$ cat src/rtl/smsr_pkg.sv
// Constants for the MODE SENSE responder: register indexes, page codes and
// the sizes of the response sections. Depends on nothing.
package smsr_pkg;

    localparam int CFG_INDEX_W = 1;

    localparam logic [CFG_INDEX_W-1:0] CFG_DEVICE_KIND = 1'd0;
    localparam logic [CFG_INDEX_W-1:0] CFG_CAPACITY    = 1'd1;

    localparam logic [5:0] PAGE_ERROR_RECOVERY = 6'h01;
    localparam logic [5:0] PAGE_DISCONNECT     = 6'h02;
    localparam logic [5:0] PAGE_FORMAT         = 6'h03;
    localparam logic [5:0] PAGE_GEOMETRY       = 6'h04;
    localparam logic [5:0] PAGE_CACHING        = 6'h08;
    localparam logic [5:0] PAGE_ALL            = 6'h3F;

    localparam logic [1:0] PC_CHANGEABLE = 2'd1;

    localparam logic [6:0] HDR_LEN_SHORT = 7'd4;
    localparam logic [6:0] HDR_LEN_LONG  = 7'd8;
    localparam logic [6:0] BLK_DESC_LEN  = 7'd8;
    localparam logic [6:0] PAGE1_LEN     = 7'd12;
    localparam logic [6:0] PAGE2_LEN     = 7'd16;
    localparam logic [6:0] PAGE3_LEN     = 7'd24;
    localparam logic [6:0] PAGE4_LEN     = 7'd24;
    localparam logic [6:0] PAGE8_LEN     = 7'd12;

endpackage

$ cat src/rtl/scsi_mode_sense_responder_core.sv
// MODE SENSE response generator producing one response byte per beat.
// Depends on smsr_pkg for register indexes, page codes and section sizes.
//
// Usage: each input beat carries the decoded MODE SENSE fields and the
// offset of one response byte; each output beat returns that byte, its
// validity within the transfer, a last-byte mark, the transfer length and
// the missing-page flag. The configuration channel writes the device kind
// (index 0) and the capacity in blocks (index 1); it is always ready and
// should only be written while no beats are in flight.
// A beat is captured in the input register, its byte is selected by
// combinational logic, and the result is captured in the result register.
// Throughput: one beat per cycle while the receiver does not stall, set by
// the single pass of byte selection logic between the input and result registers.
// When the receiver stalls, the result is held and the input register keeps
// its beat; in_stall rises only when both registers are full.
// Reset clears the valid flags and both configuration registers.
module scsi_mode_sense_responder_core
(
    input  logic                             clk,
    input  logic                             rst_n,
    input  logic                             cfg_valid,
    output logic                             cfg_ready,
    input  logic [smsr_pkg::CFG_INDEX_W-1:0] cfg_index,
    input  logic [31:0]                      cfg_data,
    input  logic                             in_valid,
    output logic                             in_stall,
    input  logic                             ten_byte_form,
    input  logic                             no_block_descriptor,
    input  logic [1:0]                       page_control,
    input  logic [5:0]                       page_code,
    input  logic [7:0]                       alloc_high,
    input  logic [7:0]                       alloc_low,
    input  logic [6:0]                       byte_index,
    output logic                             out_valid,
    input  logic                             out_stall,
    output logic [7:0]                       data_byte,
    output logic                             byte_valid,
    output logic                             last_byte,
    output logic [7:0]                       transfer_length,
    output logic                             page_missing
);

    function automatic logic [7:0] blk_desc_byte(input logic [2:0] off, input logic cd);
        logic [7:0] b;
        begin
            case (off)
                3'd0:    b = cd ? 8'h01 : 8'h00;
                3'd6:    b = 8'h02;
                default: b = 8'h00;
            endcase
            return b;
        end
    endfunction

    function automatic logic [7:0] page_hdr_byte(input logic [4:0] off, input logic [7:0] code,
                                                 input logic [7:0] len);
        logic [7:0] b;
        begin
            case (off)
                5'd0:    b = code;
                5'd1:    b = len;
                default: b = 8'h00;
            endcase
            return b;
        end
    endfunction

    function automatic logic [7:0] page3_byte(input logic [4:0] off, input logic chg);
        logic [7:0] b;
        begin
            case (off)
                5'd0:    b = 8'h03;
                5'd1:    b = 8'h16;
                5'd11:   b = chg ? 8'h00 : 8'h20;
                5'd12:   b = chg ? 8'h00 : 8'h02;
                5'd15:   b = chg ? 8'h00 : 8'h01;
                5'd20:   b = chg ? 8'h00 : 8'h40;
                default: b = 8'h00;
            endcase
            return b;
        end
    endfunction

    function automatic logic [7:0] page4_byte(input logic [4:0] off, input logic chg,
                                              input logic [19:0] cyl);
        logic [7:0] b;
        begin
            case (off)
                5'd0:                b = 8'h04;
                5'd1:                b = 8'h16;
                5'd2, 5'd6, 5'd9:    b = chg ? 8'h00 : {4'h0, cyl[19:16]};
                5'd3, 5'd7, 5'd10:   b = chg ? 8'h00 : cyl[15:8];
                5'd4, 5'd8, 5'd11:   b = chg ? 8'h00 : cyl[7:0];
                5'd5:                b = chg ? 8'h00 : 8'h40;
                5'd13:               b = chg ? 8'h00 : 8'h01;
                5'd20:               b = chg ? 8'h00 : 8'h27;
                5'd21:               b = chg ? 8'h00 : 8'h10;
                default:             b = 8'h00;
            endcase
            return b;
        end
    endfunction

    logic        device_kind_reg;
    logic [31:0] capacity_reg;

    logic        in_vld_reg;
    logic        in_vld_next;
    logic        ten_reg;
    logic        dbd_reg;
    logic [1:0]  pc_reg;
    logic [5:0]  page_reg;
    logic [7:0]  ahi_reg;
    logic [7:0]  alo_reg;
    logic [6:0]  idx_reg;

    logic        out_vld_reg;
    logic        out_vld_next;
    logic [7:0]  data_reg;
    logic [7:0]  data_next;
    logic        bvalid_reg;
    logic        bvalid_next;
    logic        last_reg;
    logic        last_next;
    logic [7:0]  tl_reg;
    logic [7:0]  tl_next;
    logic        missing_reg;
    logic        missing_next;

    logic        out_adv;
    logic        in_take;

    logic        cd;
    logic        chg;
    logic        all_pages;
    logic        inc1;
    logic        inc2;
    logic        inc3;
    logic        inc4;
    logic        inc8;
    logic        found;
    logic [19:0] cyl;
    logic [6:0]  hdr_len;
    logic [6:0]  p1_start;
    logic [6:0]  p2_start;
    logic [6:0]  p3_start;
    logic [6:0]  p4_start;
    logic [6:0]  p8_start;
    logic [6:0]  resp_end;
    logic [7:0]  alloc_len;
    logic [7:0]  raw_byte;
    logic [6:0]  local_off;

    assign cfg_ready = 1'b1;

    always_ff @(posedge clk or negedge rst_n)
    begin
        if (!rst_n)
        begin
            device_kind_reg <= 1'b0;
            capacity_reg    <= 32'd0;
        end
        else if (cfg_valid && cfg_ready)
        begin
            case (cfg_index)
                smsr_pkg::CFG_DEVICE_KIND: device_kind_reg <= cfg_data[0];
                smsr_pkg::CFG_CAPACITY:    capacity_reg    <= cfg_data;
                default:
                begin
                end
            endcase
        end
    end

    assign out_adv      = !out_vld_reg || !out_stall;
    assign in_stall     = in_vld_reg && !out_adv;
    assign in_take      = in_valid && !in_stall;
    assign in_vld_next  = in_take || (in_vld_reg && !out_adv);
    assign out_vld_next = out_adv ? in_vld_reg : out_vld_reg;

    always_ff @(posedge clk or negedge rst_n)
    begin
        if (!rst_n)
        begin
            in_vld_reg  <= 1'b0;
            out_vld_reg <= 1'b0;
        end
        else
        begin
            in_vld_reg  <= in_vld_next;
            out_vld_reg <= out_vld_next;
        end
    end

    always_ff @(posedge clk)
    begin
        if (in_take)
        begin
            ten_reg  <= ten_byte_form;
            dbd_reg  <= no_block_descriptor;
            pc_reg   <= page_control;
            page_reg <= page_code;
            ahi_reg  <= alloc_high;
            alo_reg  <= alloc_low;
            idx_reg  <= byte_index;
        end
        if (out_adv && in_vld_reg)
        begin
            data_reg    <= data_next;
            bvalid_reg  <= bvalid_next;
            last_reg    <= last_next;
            tl_reg      <= tl_next;
            missing_reg <= missing_next;
        end
    end

    // Section layout: header, optional block descriptor, then pages in
    // ascending order; each start is the end of the section before it.
    always_comb
    begin
        cd        = device_kind_reg;
        chg       = (pc_reg == smsr_pkg::PC_CHANGEABLE);
        all_pages = (page_reg == smsr_pkg::PAGE_ALL);
        inc1      = all_pages || (page_reg == smsr_pkg::PAGE_ERROR_RECOVERY);
        inc2      = all_pages || (page_reg == smsr_pkg::PAGE_DISCONNECT);
        inc3      = !cd && (all_pages || (page_reg == smsr_pkg::PAGE_FORMAT));
        inc4      = !cd && (all_pages || (page_reg == smsr_pkg::PAGE_GEOMETRY));
        inc8      = all_pages || (page_reg == smsr_pkg::PAGE_CACHING);
        found     = inc1 || inc2 || inc3 || inc4 || inc8;
        cyl       = capacity_reg[31:12] - 20'd1;

        hdr_len  = ten_reg ? smsr_pkg::HDR_LEN_LONG : smsr_pkg::HDR_LEN_SHORT;
        p1_start = hdr_len + (dbd_reg ? 7'd0 : smsr_pkg::BLK_DESC_LEN);
        p2_start = p1_start + (inc1 ? smsr_pkg::PAGE1_LEN : 7'd0);
        p3_start = p2_start + (inc2 ? smsr_pkg::PAGE2_LEN : 7'd0);
        p4_start = p3_start + (inc3 ? smsr_pkg::PAGE3_LEN : 7'd0);
        p8_start = p4_start + (inc4 ? smsr_pkg::PAGE4_LEN : 7'd0);
        resp_end = p8_start + (inc8 ? smsr_pkg::PAGE8_LEN : 7'd0);

        if (ten_reg && (ahi_reg != 8'd0))
        begin
            alloc_len = 8'hFF;
        end
        else
        begin
            alloc_len = alo_reg;
        end

        if (!found)
        begin
            tl_next = 8'd0;
        end
        else if ({1'b0, resp_end} > alloc_len)
        begin
            tl_next = alloc_len;
        end
        else
        begin
            tl_next = {1'b0, resp_end};
        end

        local_off = 7'd0;
        raw_byte  = 8'h00;
        if (idx_reg < hdr_len)
        begin
            if (ten_reg)
            begin
                case (idx_reg[2:0])
                    3'd1:    raw_byte = tl_next - 8'd2;
                    3'd2:    raw_byte = cd ? 8'h01 : 8'h00;
                    3'd3:    raw_byte = cd ? 8'h80 : 8'h00;
                    3'd7:    raw_byte = dbd_reg ? 8'h00 : 8'h08;
                    default: raw_byte = 8'h00;
                endcase
            end
            else
            begin
                case (idx_reg[1:0])
                    2'd0:    raw_byte = tl_next - 8'd1;
                    2'd3:    raw_byte = dbd_reg ? 8'h00 : 8'h08;
                    default: raw_byte = 8'h00;
                endcase
            end
        end
        else if (idx_reg < p1_start)
        begin
            local_off = idx_reg - hdr_len;
            raw_byte  = blk_desc_byte(local_off[2:0], cd);
        end
        else if (idx_reg < p2_start)
        begin
            local_off = idx_reg - p1_start;
            raw_byte  = page_hdr_byte(local_off[4:0], 8'h01, 8'h0A);
        end
        else if (idx_reg < p3_start)
        begin
            local_off = idx_reg - p2_start;
            raw_byte  = page_hdr_byte(local_off[4:0], 8'h02, 8'h0E);
        end
        else if (idx_reg < p4_start)
        begin
            local_off = idx_reg - p3_start;
            raw_byte  = page3_byte(local_off[4:0], chg);
        end
        else if (idx_reg < p8_start)
        begin
            local_off = idx_reg - p4_start;
            raw_byte  = page4_byte(local_off[4:0], chg, cyl);
        end
        else if (idx_reg < resp_end)
        begin
            local_off = idx_reg - p8_start;
            if (local_off[4:0] == 5'd2)
            begin
                raw_byte = chg ? 8'h00 : 8'h01;
            end
            else
            begin
                raw_byte = page_hdr_byte(local_off[4:0], 8'h08, 8'h0A);
            end
        end

        bvalid_next  = found && ({1'b0, idx_reg} < tl_next);
        last_next    = bvalid_next && (({1'b0, idx_reg} + 8'd1) == tl_next);
        data_next    = bvalid_next ? raw_byte : 8'h00;
        missing_next = !found;
    end

    assign out_valid       = out_vld_reg;
    assign data_byte       = data_reg;
    assign byte_valid      = bvalid_reg;
    assign last_byte       = last_reg;
    assign transfer_length = tl_reg;
    assign page_missing    = missing_reg;

endmodule

$ cat config.mk
export PLATFORM = sky130hd
export DESIGN_NAME = scsi_mode_sense_responder_core
export DESIGN_NICKNAME = d
export VERILOG_FILES = /design/src/rtl/smsr_pkg.sv /design/src/rtl/scsi_mode_sense_responder_core.sv
export SDC_FILE = /design/constraint.sdc
export NUM_CORES = 1
export LEC_CHECK = 0
export ABC_AREA = 1
export BUFFER_PORTS_ARGS = -buffer_cell sky130_fd_sc_hd__buf_2
export CORE_ASPECT_RATIO = 0.9
export CORE_UTILIZATION = 50
export CTS_CLUSTER_SIZE = 25
export DETAILED_ROUTE_END_ITERATION = 10
export PLACE_DENSITY = 0.74
export SETUP_SLACK_MARGIN = 0.02
export SYNTH_ARGS = -nofsm -noshare
export SYNTH_HDL_FRONTEND = slang
export SYNTH_SLANG_ARGS = --single-unit
$ cat constraint.sdc
create_clock -name clk -period 6.1 [get_ports clk]
set_clock_uncertainty 0.15 [all_clocks]
set_input_delay 0.305 -clock clk [delete_from_list [all_inputs] [get_ports clk]]
set_output_delay 0.305 -clock clk [all_outputs]
set_load 0.01 [all_outputs]
Yosys cells after proc, flatten, opt, wreduce, memory -nomap -nowiden
Cells that the tools add are included.
{"block": "op_classes", "addsub": 16, "order_cmp": 9, "eq_ne": 37, "mux": 39, "bitwise": 1, "n_reduce_logical": 38}
{"operator": "$mux 8", "count": 13}
{"operator": "$pmux 8 s9", "count": 1}
{"operator": "$pmux 7 s6", "count": 1}
{"operator": "$eq 5x4->1 const B", "count": 8}
{"operator": "$mux 4", "count": 8}
{"operator": "$pmux 8 s4", "count": 1}
{"operator": "$lt 7x7->1", "count": 4}
{"operator": "$eq 5x1->1 const B", "count": 5}
{"operator": "$logic_not 5->1", "count": 5}
{"operator": "$sub 5x5->5", "count": 5}
{"operator": "$pmux 4 s2", "count": 3}
{"operator": "$eq 5x3->1 const B", "count": 4}
{"operator": "$mux 5", "count": 4}
{"operator": "$sub 20x1->20 const B", "count": 1}
{"operator": "$pmux 8 s2", "count": 1}
{"operator": "$eq 5x2->1 const B", "count": 3}
{"operator": "$eq 5x5->1 const B", "count": 3}
{"operator": "$add 7x5->7", "count": 2}
{"operator": "$eq 6x2->1 const B", "count": 2}
{"operator": "$mux 6", "count": 2}
{"operator": "$logic_or 1x1->1", "count": 11}
{"operator": "$reduce_or 3->1", "count": 3}
{"operator": "$add 7x1->8 const B", "count": 1}
{"operator": "$eq 8x8->1", "count": 1}
{"operator": "32 further kinds", "count": 48}
{"block": "totals", "regBits": 87, "in_bits": 71, "output_inout_bits": 22, "elab_cells": 156}

Longest topological paths before layout
{"block": "depth", "word_depth": 18, "ltp_mapped": 43, "depth_no_buf": 43}

Least setup slack after synthesis
OpenSTA, ideal clock, no wires.
{"block": "synth_path", "kind": "reg-to-reg", "from": "register page_reg[5]", "to": "register data_reg[1] (netlist: data_byte[1]), data pin", "setup_ps": 138, "arrival_time_ps": 5842, "required_time_ps": 5812, "slack_ps": -30, "stages_incl_launch_ff": 35, "n_path_buf": 0, "period_less_slack_ps": 6130, "cell_sequence": "edfxtp_1 nor2_2 nand3_1 nand2_1 ha_1 inv_1 fa_1 xor2_1 inv_1 ha_1 inv_1 fa_1 fa_1 or2_2 xor2_1 ha_1 nand3_1 nor2_1 nor2_2 nor2_8 nand2_4 nor2_1 nand2_1 ha_1 inv_1 nor2_1 o211ai_1 nand2_1 a21oi_1 nor2_1 o21ai_0 nand3_1 inv_1 o21ai_0 nor2_1"}
{"block": "synth_via", "word_cells_on_any_way": 87, "cone_classes": "add/sub: 11; order compare: 7; eq/ne: 28; mux: 22; reduce/logical: 19"}
{"element": "from (decl)", "line": "scsi_mode_sense_responder_core.sv:112", "rtl": "logic [5:0] page_reg;"}
{"element": "from (signal assigned)", "line": "scsi_mode_sense_responder_core.sv:202", "rtl": "page_reg <= page_code;"}
{"element": "$eq 6x6->1 or $eq 6x1->1 (tied branches)", "line": "scsi_mode_sense_responder_core.sv:223, scsi_mode_sense_responder_core.sv:224"}
{"element": "$logic_or 1x1->1", "line": "scsi_mode_sense_responder_core.sv:224", "rtl": "inc1 = all_pages || (page_reg == smsr_pkg::PAGE_ERROR_RECOVERY);"}
{"element": "$mux 4", "line": "scsi_mode_sense_responder_core.sv:234", "rtl": "p2_start = p1_start + (inc1 ? smsr_pkg::PAGE1_LEN : 7'd0);"}
{"element": "$add 5x4->6", "line": "scsi_mode_sense_responder_core.sv:234"}
{"element": "$add 6x5->7", "line": "scsi_mode_sense_responder_core.sv:235", "rtl": "p3_start = p2_start + (inc2 ? smsr_pkg::PAGE2_LEN : 7'd0);"}
{"element": "$add 7x5->7", "line": "scsi_mode_sense_responder_core.sv:236", "rtl": "p4_start = p3_start + (inc3 ? smsr_pkg::PAGE3_LEN : 7'd0);"}
{"element": "$add 7x5->7", "line": "scsi_mode_sense_responder_core.sv:237", "rtl": "p8_start = p4_start + (inc4 ? smsr_pkg::PAGE4_LEN : 7'd0);"}
{"element": "$add 7x4->7", "line": "scsi_mode_sense_responder_core.sv:238", "rtl": "resp_end = p8_start + (inc8 ? smsr_pkg::PAGE8_LEN : 7'd0);"}
{"element": "$gt 7x8->1", "line": "scsi_mode_sense_responder_core.sv:253", "rtl": "else if ({1'b0, resp_end} > alloc_len)"}
{"element": "$mux 8", "line": "scsi_mode_sense_responder_core.sv:253"}
{"element": "$mux 8", "line": "scsi_mode_sense_responder_core.sv:249", "rtl": "if (!found)"}
{"element": "$lt 7x8->1", "line": "scsi_mode_sense_responder_core.sv:323", "rtl": "bvalid_next = found && ({1'b0, idx_reg} < tl_next);"}
{"element": "$logic_and 1x1->1 *", "line": "scsi_mode_sense_responder_core.sv:323"}
{"element": "via bvalid_next", "line": "scsi_mode_sense_responder_core.sv:122", "rtl": "logic bvalid_next;"}
{"element": "to (signal assigned)", "line": "scsi_mode_sense_responder_core.sv:209", "rtl": "data_reg <= data_next;"}
{"element": "to (decl)", "line": "scsi_mode_sense_responder_core.sv:119", "rtl": "logic [7:0] data_reg;"}
The timed path passes the listed nets; every way through them passes the cells marked *.
A chain may end at the register's enable or synchronous reset.

Worst setup path in the final report
{"block": "layout_path", "from": "register page_reg[5]", "to": "register last_reg (netlist: last_byte), data pin"}
{"block": "layout_via", "elab_chain_len": 14, "word_cells_on_any_way": 34, "cone_classes": "add/sub: 5; order compare: 2; eq/ne: 7; mux: 7; reduce/logical: 13"}
{"element": "$eq 6x6->1 or $eq 6x1->1 (tied branches)", "line": "scsi_mode_sense_responder_core.sv:223, scsi_mode_sense_responder_core.sv:224"}
{"element": "$logic_or 1x1->1", "line": "scsi_mode_sense_responder_core.sv:224"}
{"element": "$mux 4", "line": "scsi_mode_sense_responder_core.sv:234"}
{"element": "$add 5x4->6", "line": "scsi_mode_sense_responder_core.sv:234"}
{"element": "$add 6x5->7", "line": "scsi_mode_sense_responder_core.sv:235"}
{"element": "$add 7x5->7", "line": "scsi_mode_sense_responder_core.sv:236"}
{"element": "$add 7x5->7", "line": "scsi_mode_sense_responder_core.sv:237"}
{"element": "$add 7x4->7", "line": "scsi_mode_sense_responder_core.sv:238"}
{"element": "$gt 7x8->1", "line": "scsi_mode_sense_responder_core.sv:253"}
{"element": "$mux 8", "line": "scsi_mode_sense_responder_core.sv:253"}
{"element": "$mux 8", "line": "scsi_mode_sense_responder_core.sv:249"}
{"element": "$lt 7x8->1", "line": "scsi_mode_sense_responder_core.sv:323"}
{"element": "$logic_and 1x1->1", "line": "scsi_mode_sense_responder_core.sv:323"}
{"element": "$logic_and 1x1->1 *", "line": "scsi_mode_sense_responder_core.sv:324", "rtl": "last_next = bvalid_next && (({1'b0, idx_reg} + 8'd1) == tl_next);"}
{"element": "via last_next", "line": "scsi_mode_sense_responder_core.sv:124", "rtl": "logic last_next;"}
{"element": "to (signal assigned)", "line": "scsi_mode_sense_responder_core.sv:211", "rtl": "last_reg <= last_next;"}
{"element": "to (decl)", "line": "scsi_mode_sense_responder_core.sv:123", "rtl": "logic last_reg;"}
Marked as above.

==> flow_metrics.tcl <==
set metrics [dict create \
    ys.flop_type "edfxtp_1" \
    grt-ovfl-total 0 \
    core_um2 11600 \
    wl_per_cell_um 13.7 \
    portBuffers 80 \
    drt_iter0_drc 439 \
    via_per_inst 5.12 \
    violations "negative setup slack" \
    drive_gt1_frac 0.239 \
    die_w_um 118 \
    period_minus_slack_ns 6.19 \
    fin_util 0.669 \
    drcViolationCount 0 \
    ir_worst_vdd_mv 0.167 \
    grt_start_max_net_pins 38 \
    power.total_w 0.00153 \
    finalHoldViolCount 0 \
    dp_hpwl_um 11300 \
    slew_headroom 0.209 \
    fin_nets 1071 \
    worstPathMaxFanout 4 \
    status "finished with violations" \
    clk_latency_ns 0.35 \
    synth_edf_count 52 \
    diodes 0 \
    setup.worst_path.start_class "register" \
    seq_area_frac_synth 0.352 \
    grt_pass1_wl_um 24900 \
    finalCritPeriodShare 1.02 \
    pin_count 93 \
    cap_viol_max_count 0 \
    max_freq_mhz 161 \
    fillers 929 \
    multiInputGateArea_um2 3580 \
    synth_compound_area_frac 0.0986 \
    tns_ns -0.603 \
    synthAdderAreaFrac 0.140 \
    cts.clk_slew.worst_paths_ns 0.06 \
    cp_common_cell "nand3_2" \
    dp_cells 1038 \
    clock_sinks 75 \
    drt_wl_total_um 15000 \
    layout_commonest_cell "nand2_1" \
    start_util 0.522 \
    r2r_start "page_reg[5]$_DFFE_PP_" \
    dieHeight_um 106 \
    crit_path_end_kind "register" \
    synth_cell_type_count 47 \
    register_area_um2 2140 \
    dr_total_vias 5625 \
    whs_ns 0.0172 \
    rsz0062_at_grt "yes" \
    synthMuxAreaShare 0.00557 \
    synth_seq_cells 75 \
    fin_cells 1098 \
    postRouteAntennaNets 0 \
    largest_reg_flops 20 \
    htreeDepth 3 \
    cts_tree "yes" \
    cp-endpoint "last_byte$_DFFE_PP_" \
    mostFrequentLayoutCells "nand2_1, inv_1, nor2_1" \
    hold_class "input pin to register" \
    finalMaxSlewViolations 0 \
    clock_path_buffers 2 \
    drtPass1Iterations 5 \
    r2r_slack_ns -0.09 \
    synth-warning-count 0 \
    worstRegToRegCells 37 \
    synthArstFlopShare 0.307 \
    finalSetupViolCount 9 \
    row_count 37 \
    worstMarginPinSlew_ns 1.19 \
    holdPathStages 2 \
    syn_inst 773 \
    area_growth_pct 28.1 \
    synth-simple-area-share 0.280 \
    cpPeakStageDelay_ns 0.57 \
    grt_pass1_vias 5386 \
    syn-mean-instance-area_um2 7.85 \
    die-area_um2 12600 \
    crit_arrival_ns 6.24 \
    cts_root_buffer "clkbuf_16" \
    antenna_found_initial 0 \
    worstSetupPathType "register to register" \
    r2r_end "last_byte$_DFFE_PP_" \
    synth_xor_area_frac 0.0347 \
    synth_top_family_by_area "simple AND/OR/NAND/NOR gates" \
    cpMaxStageDelayCell "fa_2" \
    cts_buffers 9 \
    leakagePower_nw 3.73 \
    synth_area_um2 6060 \
    place_congestion 0.964 \
    worstPathRequired_ns 6.15 \
    crit_path_start "page_reg[5]$_DFFE_PP_" \
    synth_nets 907 \
    track_usage 0.254 \
    layout_setup_ws_ns -0.0932 \
    power.density_nw_per_um2 197 \
]
==> report_power, final <==
group | switching (W) | leakage, nW | internal, W
clock network | 0.000200 | 0.129 | 0.000273
logic | 0.000256 | 2.84 | 0.000170
registers | 0.0000354 | 0.759 | 0.000593
==> stage by stage <==
step / area [um^2] / worst slack, ns
after floorplan: 6070 / 0.0301
after global placement: 6920 / -0.144
after detailed placement: 6920 / -0.326
after CTS: 7650 / 0.0211
after global routing: 7770 / -0.474
final: 7770 / -0.0932
==> worst min path at each step <==
stage,slack [ns],end,startpoint
final,0.02,in_vld_reg$_DFF_PN0_,in_valid
after global routing,0.02,in_vld_reg$_DFF_PN0_,in_valid
after CTS,0.007,in_vld_reg$_DFF_PN0_,in_valid
after detailed placement,0.15,capacity_reg[15]$_DFFE_PN0P_,rst_n
after global placement,0.15,capacity_reg[17]$_DFFE_PN0P_,rst_n
after floorplan,-0.14,capacity_reg[12]$_DFFE_PN0P_,rst_n
==> metal layers <==
metal / global-route usage / vias up / part of all wire
li1: - / 2887 / -
met1: 0.341 / 2526 / 0.47
met2: 0.404 / 195 / 0.45
met3: 0.0617 / 17 / 0.066
met4: 0.0806 / 0 / 0.016
met5: 0 / - / 0
==> what timing repair did <==
action / in CTS / in global routing
resized for setup: 21 / 23
hold buffers: 34 / 0
pin swaps: 22 / 33
cloned: 0 / 0
endpoints found under the setup margin: 10 / 10
endpoints found under the hold margin: 56 / 0
buffers inserted: 5 / 5
==> cell families (layout without fill, tap and decap cells) <==
kind of cell    after synthesis  after routing
compound gates              100            100
xor+xnor                     24             24
fa+ha+maj                    63             63
buf+inv                     138            307
flops                        75             75
mux                           3              3
other cells                   2              2
simple gates                368            368
==> synthesized netlist by cell type, drive strengths merged (6+ instances only) <==
library cell / n / area [um^2]
nand2: 154 / 608
inv: 131 / 497
nor2: 111 / 468
nand3: 66 / 393
ha: 55 / 688
edfxtp: 52 / 1560
a21oi: 46 / 234
o21ai: 27 / 146
dfrtp: 23 / 576
xor2: 17 / 149
nand4: 14 / 87.6
nor3: 14 / 70.1
fa: 8 / 160
xnor2: 7 / 61.3
a31oi: 6 / 37.5
==> critical path, delay by kind of cell (launching register included) <==
family,cells,cell delay [ns]
flip-flops,1,0.43
adder cells (fa/ha/maj),7,2.42
AND/OR/NAND/NOR,20,1.97
XOR/XNOR,1,0.20
buffers and inverters,6,0.46
AO/OA/AOI/OAI,3,0.38
==> final cells by class <==
cell class              count  area share
multi-input cells         560       0.460
flip-flops and latches     75       0.275
repair buffers            159       0.141
inverters                 132      0.0647
clock buffers              11      0.0299
well taps                 156      0.0251
clock inverters             5     0.00403
(Power assumes the default switching activity.)
